$ cat config.mk
export PLATFORM = sky130hd
export DESIGN_NAME = clp_divider
export DESIGN_NICKNAME = d
export VERILOG_FILES = /design/src/clp_pkg.sv /design/src/clp_divider.sv
export SDC_FILE = /design/constraint.sdc
export NUM_CORES = 1
export LEC_CHECK = 0
export ABC_AREA = 1
export BUFFER_PORTS_ARGS = -buffer_cell sky130_fd_sc_hd__buf_4
export CAP_MARGIN = 20
export CELL_PAD_IN_SITES_DETAIL_PLACEMENT = 0
export CELL_PAD_IN_SITES_GLOBAL_PLACEMENT = 1
export CORE_ASPECT_RATIO = 1.2
export CORE_MARGIN = 3
export CORE_UTILIZATION = 54
export CTS_BUF_LIST = sky130_fd_sc_hd__clkbuf_8
export CTS_CLUSTER_DIAMETER = 200
export DETAILED_ROUTE_END_ITERATION = 12
export PLACE_DENSITY_LB_ADDON = 0.1
export SLEW_MARGIN = 30
export SYNTH_ARGS = -nofsm -noshare
export SYNTH_HDL_FRONTEND = slang
export SYNTH_SLANG_ARGS = --single-unit
$ cat constraint.sdc
create_clock -name clk -period 12.95 [get_ports clk]
set_clock_uncertainty 0.15 [all_clocks]
set_input_delay 1.9425 -clock clk [delete_from_list [all_inputs] [get_ports clk]]
set_output_delay 1.9425 -clock clk [all_outputs]
set_load 0.1 [all_outputs]
$ cat src/clp_pkg.sv
// ----------------------------------------------------------------------------
// clp_pkg
// Shared types, register indexes and the CORDIC angle table.
// ----------------------------------------------------------------------------
package clp_pkg;

  localparam int MAX_ITEMS_DEF     = 255;
  localparam int CORDIC_STAGES_DEF = 24;
  localparam int DIV_STEPS         = 4;
  localparam int DIV_STAGES        = 32 / DIV_STEPS;
  localparam int VW                = 34;
  localparam logic signed [VW-1:0] GAIN_Q30 = 34'sd652032874;

  typedef enum logic [2:0] {
    REG_CENTER_LON   = 3'd0,
    REG_CENTER_LAT   = 3'd1,
    REG_RADIUS       = 3'd2,
    REG_ALTITUDE     = 3'd3,
    REG_PHASE_OFFSET = 3'd4,
    REG_ITEM_COUNT   = 3'd5
  } clp_reg_t;

  typedef struct packed {
    logic       ok;
    logic [7:0] id;
  } clp_tag_t;

  function automatic logic [31:0] clp_atan(input int i);
    logic [31:0] r;
    case (i)
      0: r = 32'h20000000;  1: r = 32'h12E4051E;  2: r = 32'h09FB385B;
      3: r = 32'h051111D4;  4: r = 32'h028B0D43;  5: r = 32'h0145D7E1;
      6: r = 32'h00A2F61E;  7: r = 32'h00517C55;  8: r = 32'h0028BE53;
      9: r = 32'h00145F2F;  10: r = 32'h000A2F98; 11: r = 32'h000517CC;
      12: r = 32'h00028BE6; 13: r = 32'h000145F3; 14: r = 32'h0000A2FA;
      15: r = 32'h0000517D; 16: r = 32'h000028BE; 17: r = 32'h0000145F;
      18: r = 32'h00000A30; 19: r = 32'h00000518; 20: r = 32'h0000028C;
      21: r = 32'h00000146; 22: r = 32'h000000A3; 23: r = 32'h00000051;
      24: r = 32'h00000029; 25: r = 32'h00000014; 26: r = 32'h0000000A;
      27: r = 32'h00000005; 28: r = 32'h00000003; 29: r = 32'h00000001;
      30: r = 32'h00000001;
      default: r = 32'h00000000;
    endcase
    return r;
  endfunction

endpackage

$ cat src/clp_divider.sv
// ----------------------------------------------------------------------------
// clp_divider
// Pipelined restoring divider: phase = (index, offset) as a fraction over count.
// ----------------------------------------------------------------------------
module clp_divider import clp_pkg::*; #(
  parameter int MAX_ITEMS = MAX_ITEMS_DEF
) (
  input  logic        clk,
  input  logic        rst,
  input  logic        en,
  input  logic        in_valid,
  input  logic [7:0]  item_index,
  input  logic [7:0]  item_count,
  input  logic [15:0] phase_offset,
  output logic        out_valid,
  output clp_tag_t    out_tag,
  output logic [31:0] out_phase
);

  localparam logic [7:0] MAX_N = 8'(MAX_ITEMS);

  logic            v   [0:DIV_STAGES];
  clp_tag_t        tag [0:DIV_STAGES];
  logic [8:0]      rem [0:DIV_STAGES];
  logic [31:0]     q   [0:DIV_STAGES];
  logic [7:0]      n;
  logic [31:0]     dvd;

  assign n   = (item_count > MAX_N) ? MAX_N : item_count;
  assign dvd = {phase_offset, 16'h0000};

  always_ff @(posedge clk) begin
    if (rst) begin
      v[0] <= 1'b0;
    end else if (en) begin
      v[0] <= in_valid;
    end
    if (en) begin
      tag[0].ok <= (n != 8'd0) && (item_index < n);
      tag[0].id <= item_index + 8'd1;
      rem[0]    <= {1'b0, item_index};
      q[0]      <= 32'h0;
    end
  end

  for (genvar k = 0; k < DIV_STAGES; k++) begin : g_stage
    logic [8:0]  rem_next;
    logic [31:0] q_next;

    always_comb begin
      logic [9:0] t;
      rem_next = rem[k];
      q_next   = q[k];
      for (int j = 0; j < DIV_STEPS; j++) begin
        t = {rem_next, dvd[31 - DIV_STEPS*k - j]};
        if (t >= {2'b00, n}) begin
          t = t - {2'b00, n};
          q_next[31 - DIV_STEPS*k - j] = 1'b1;
        end
        rem_next = t[8:0];
      end
    end

    always_ff @(posedge clk) begin
      if (rst) begin
        v[k+1] <= 1'b0;
      end else if (en) begin
        v[k+1] <= v[k];
      end
      if (en) begin
        tag[k+1] <= tag[k];
        rem[k+1] <= rem_next;
        q[k+1]   <= q_next;
      end
    end
  end

  assign out_valid = v[DIV_STAGES];
  assign out_tag   = tag[DIV_STAGES];
  assign out_phase = q[DIV_STAGES];

endmodule

==> impl_results.md <==
* Post-CTS setup buffer count at 0
* Total Routing Usage GR at 23.7%
* Initial core utilization at 55.1%
* Max_slew headroom at 40.7%
* Startpoint types: input port
* Min cycle time layout at 9340 ps
* Die area at 0.0478 sq mm
* Yosys Warn Count at 0
* Final setup viols at 0
* # rows at 84
* Dpl cell area at 0.0256 sq mm
* Mux cell area share after synthesis at 0%
* Max_cap viols at 0
* Mapped Nets at 3141
* Fin crit share at 72.1%
* Combinational family with the most area after synthesis: simple AND/OR/NAND/NOR gates
* Distinct cells, synth at 64
* Worst Hold Class: register to register
* Fmax at 107 MHz
* Slew Limit Fails at 0
* Endpoint, Worst Hold: q[0][127]$_DFFE_PP_
* # IOs at 78
* Endpoint class of the critical path: register
* Largest net degree at the start of global routing at 96
* Global-route wire length before repair at 91800 um
* CTS sink count at 305
* Hold Path Origin: q[0][95]$_DFFE_PP_
* # hold bufs at CTS at 0
* Routed Antenna Nets at 0
* Worst path most repeated cell: nand2_1
* Latest clock arrival within the worst-skew pair at 670 ps
* DIE WIDTH at 200 um
* Core ar. at 0.0442 sq mm
* Fin nets at 3250
* Die height at 239 um
* GP Congestion at 0.900
* Worst Reg-to-Reg Cells at 38
* Status: completed
* Final Non-Filler Cells at 3585
* Gate Count Post-Synth at 2834
* CTS root buf: clkbuf_8
* #FFs+latches synth at 305
* Post-synthesis compound-gate area fraction at 9.56%
* Largest area contributor in the netlist: edfxtp_1
* FF-to-FF Start: rem[0][18]$_DFFE_PP_
* Crit path from: item_count[1]
* Routed via count at 19258
* Post-synth EDFFs at 305
* Routed len/inst at 15.7 um
* Hold Fails Final Rpt at 0
* FFs w/ async S/R, synth at 0%
* Antenna violations before repair at 1
* CTS resizes at 0
* Post-synthesis sequential area ratio at 37.6%
* Final instance area at 0.0266 sq mm
* Xor and xnor area share after synthesis at 6.39%
* Syn avg cell area at 8.61 sq um
* R2R setup slack at 5530 ps
* H-tree depth at 2
* Congestion Overflow GR at 0
* WHS Path Cells at 0
* R2r endpoint: rem[0][34]$_DFFE_PP_
* Synth Area in Simple Gates at 25.4%
* CTS tree: yes
* Mapped Area at 0.0244 sq mm
* Final wirelength at 56200 um
* CP max FO at 25
* Critical path class: input port to register
* DR iter-0 viols at 952
* Worst slew pin tran at 890 ps
* Area growth, synth to finish at 8.95%
* I/O Buffers at 77
* Detailed Routing Iterations Pass 1 at 5
* Area contributors post-synth: edfxtp_1 38%, ha_1 13%, nand2_1 11%
* Req. time, crit path at 13190 ps
* Share of layout cells above drive strength 1 at 12.5%
* Synth Flop Type: edfxtp_1
* CTS buffer count at 51
* Clk pin slew, worst setup/hold paths at 70 ps
* Vias in the first global route at 19126
* # DRC at 0
* Worst endpoint data arrival time at 9570 ps
* Max Buffers Root-to-Sink at 3
* Setup TNS at 0 ps
* Crit-path max cell delay at 520 ps
* Inst Count DP at 3492
* Post-DP HPWL at 40900 um
* CP max stage cell: inv_2
* Post-DR vias/cell at 5.37
* Area share of the largest cell type after synthesis at 37.6%
* RSZ-0062 raised after global routing: no
* Adder-cell share of the synthesized area at 14.5%
[area by class of cell]
class | count | area (sq um)
sequential | 305 | 9160
fill | 3925 | 17700
clock inverter | 41 | 278
tap | 602 | 753
multi-input combinational | 2145 | 13600
clock buffer | 51 | 702
timing repair buffer | 92 | 727
inverter | 348 | 1320
antenna | 1 | 2.50
[sequential cells by signal, indices dropped and copies added, names as in the netlist]
signal and cells:
q 144, rem 71, v 9, tag 81
[how the worst max path moves through the flow]
stage	to	depth (start not counted)
final	rem[0][70]$_DFFE_PP_	38
after global placement	rem[0][70]$_DFFE_PP_	39
after global routing	rem[0][66]$_DFFE_PP_	39
after floorplan	rem[0][28]$_DFFE_PP_	42
after CTS	rem[0][70]$_DFFE_PP_	38
after detailed placement	rem[0][63]$_SDFFCE_PN0P_	37
[Yosys cell counts, drive strengths merged (23+ instances only)]
cell and instances:
a21oi 188, buf 35, nand3 201, inv 347, ha 251, xnor2 72, xor2 106, nor2 167
edfxtp 305, nand2 799, nand4 55, o21ai 161, nor3 23
[layer usage]
metal | share of wire (%) | track usage (%) | vias to the layer above
li1 | - | - | 9838
met1 | 42 | 27.9 | 8940
met2 | 51 | 43.2 | 342
met3 | 3.3 | 3.58 | 138
met4 | 3.7 | 9.27 | 0
met5 | 0 | 0 | -
[critical path: cells and delay by family]
kind,cells,cell delay (ps)
adder cells (fa/ha/maj),5,1460
AND/OR/NAND/NOR,17,2620
AO/OA/AOI/OAI,11,2070
buffers and inverters,5,1420
[metrics by stage]
stage	hold slack [ps]	setup slack, ps	util [%]
after floorplan	250	4190	-
after global placement	250	3060	57.8
after detailed placement	255	2930	57.8
after CTS	251	3600	60.0
after global routing	263	2600	60.0
final	250	3610	60.0
[placed cells by master (no fill, tap or decap), types with 9 or more instances in the layout]
cell type / netlist / routed
o21a_1: 9 / 9
nand4_1: 44 / 44
nand2_4: 13 / 13
fa_1: 20 / 20
clkinv_1: 0 / 23
inv_1: 321 / 321
nand3b_1: 11 / 11
nand2_2: 51 / 51
clkbuf_8: 0 / 51
clkinv_2: 1 / 9
nand2_1: 733 / 733
nor2_2: 16 / 16
nand3_2: 13 / 13
inv_2: 23 / 23
edfxtp_1: 305 / 305
ha_1: 251 / 251
o21ai_1: 45 / 45
o21ai_2: 20 / 20
nor2_1: 128 / 128
xnor2_1: 72 / 72
a21oi_1: 180 / 180
o21ai_0: 96 / 96
nor3_1: 21 / 21
or2_2: 13 / 13
nor2_4: 18 / 18
nand3_1: 181 / 181
buf_4: 15 / 88
xor2_1: 106 / 106
[kinds of logic after synthesis]
kind of cell    count (synthesis)
xor+xnor                      178
fa+ha+maj                     271
buf+inv                       384
flops                         305
simple gates                 1289
compound gates                407
Power is not shown: default switching activity piles up to over one toggle a cycle in this logic, so the estimate is an artifact.
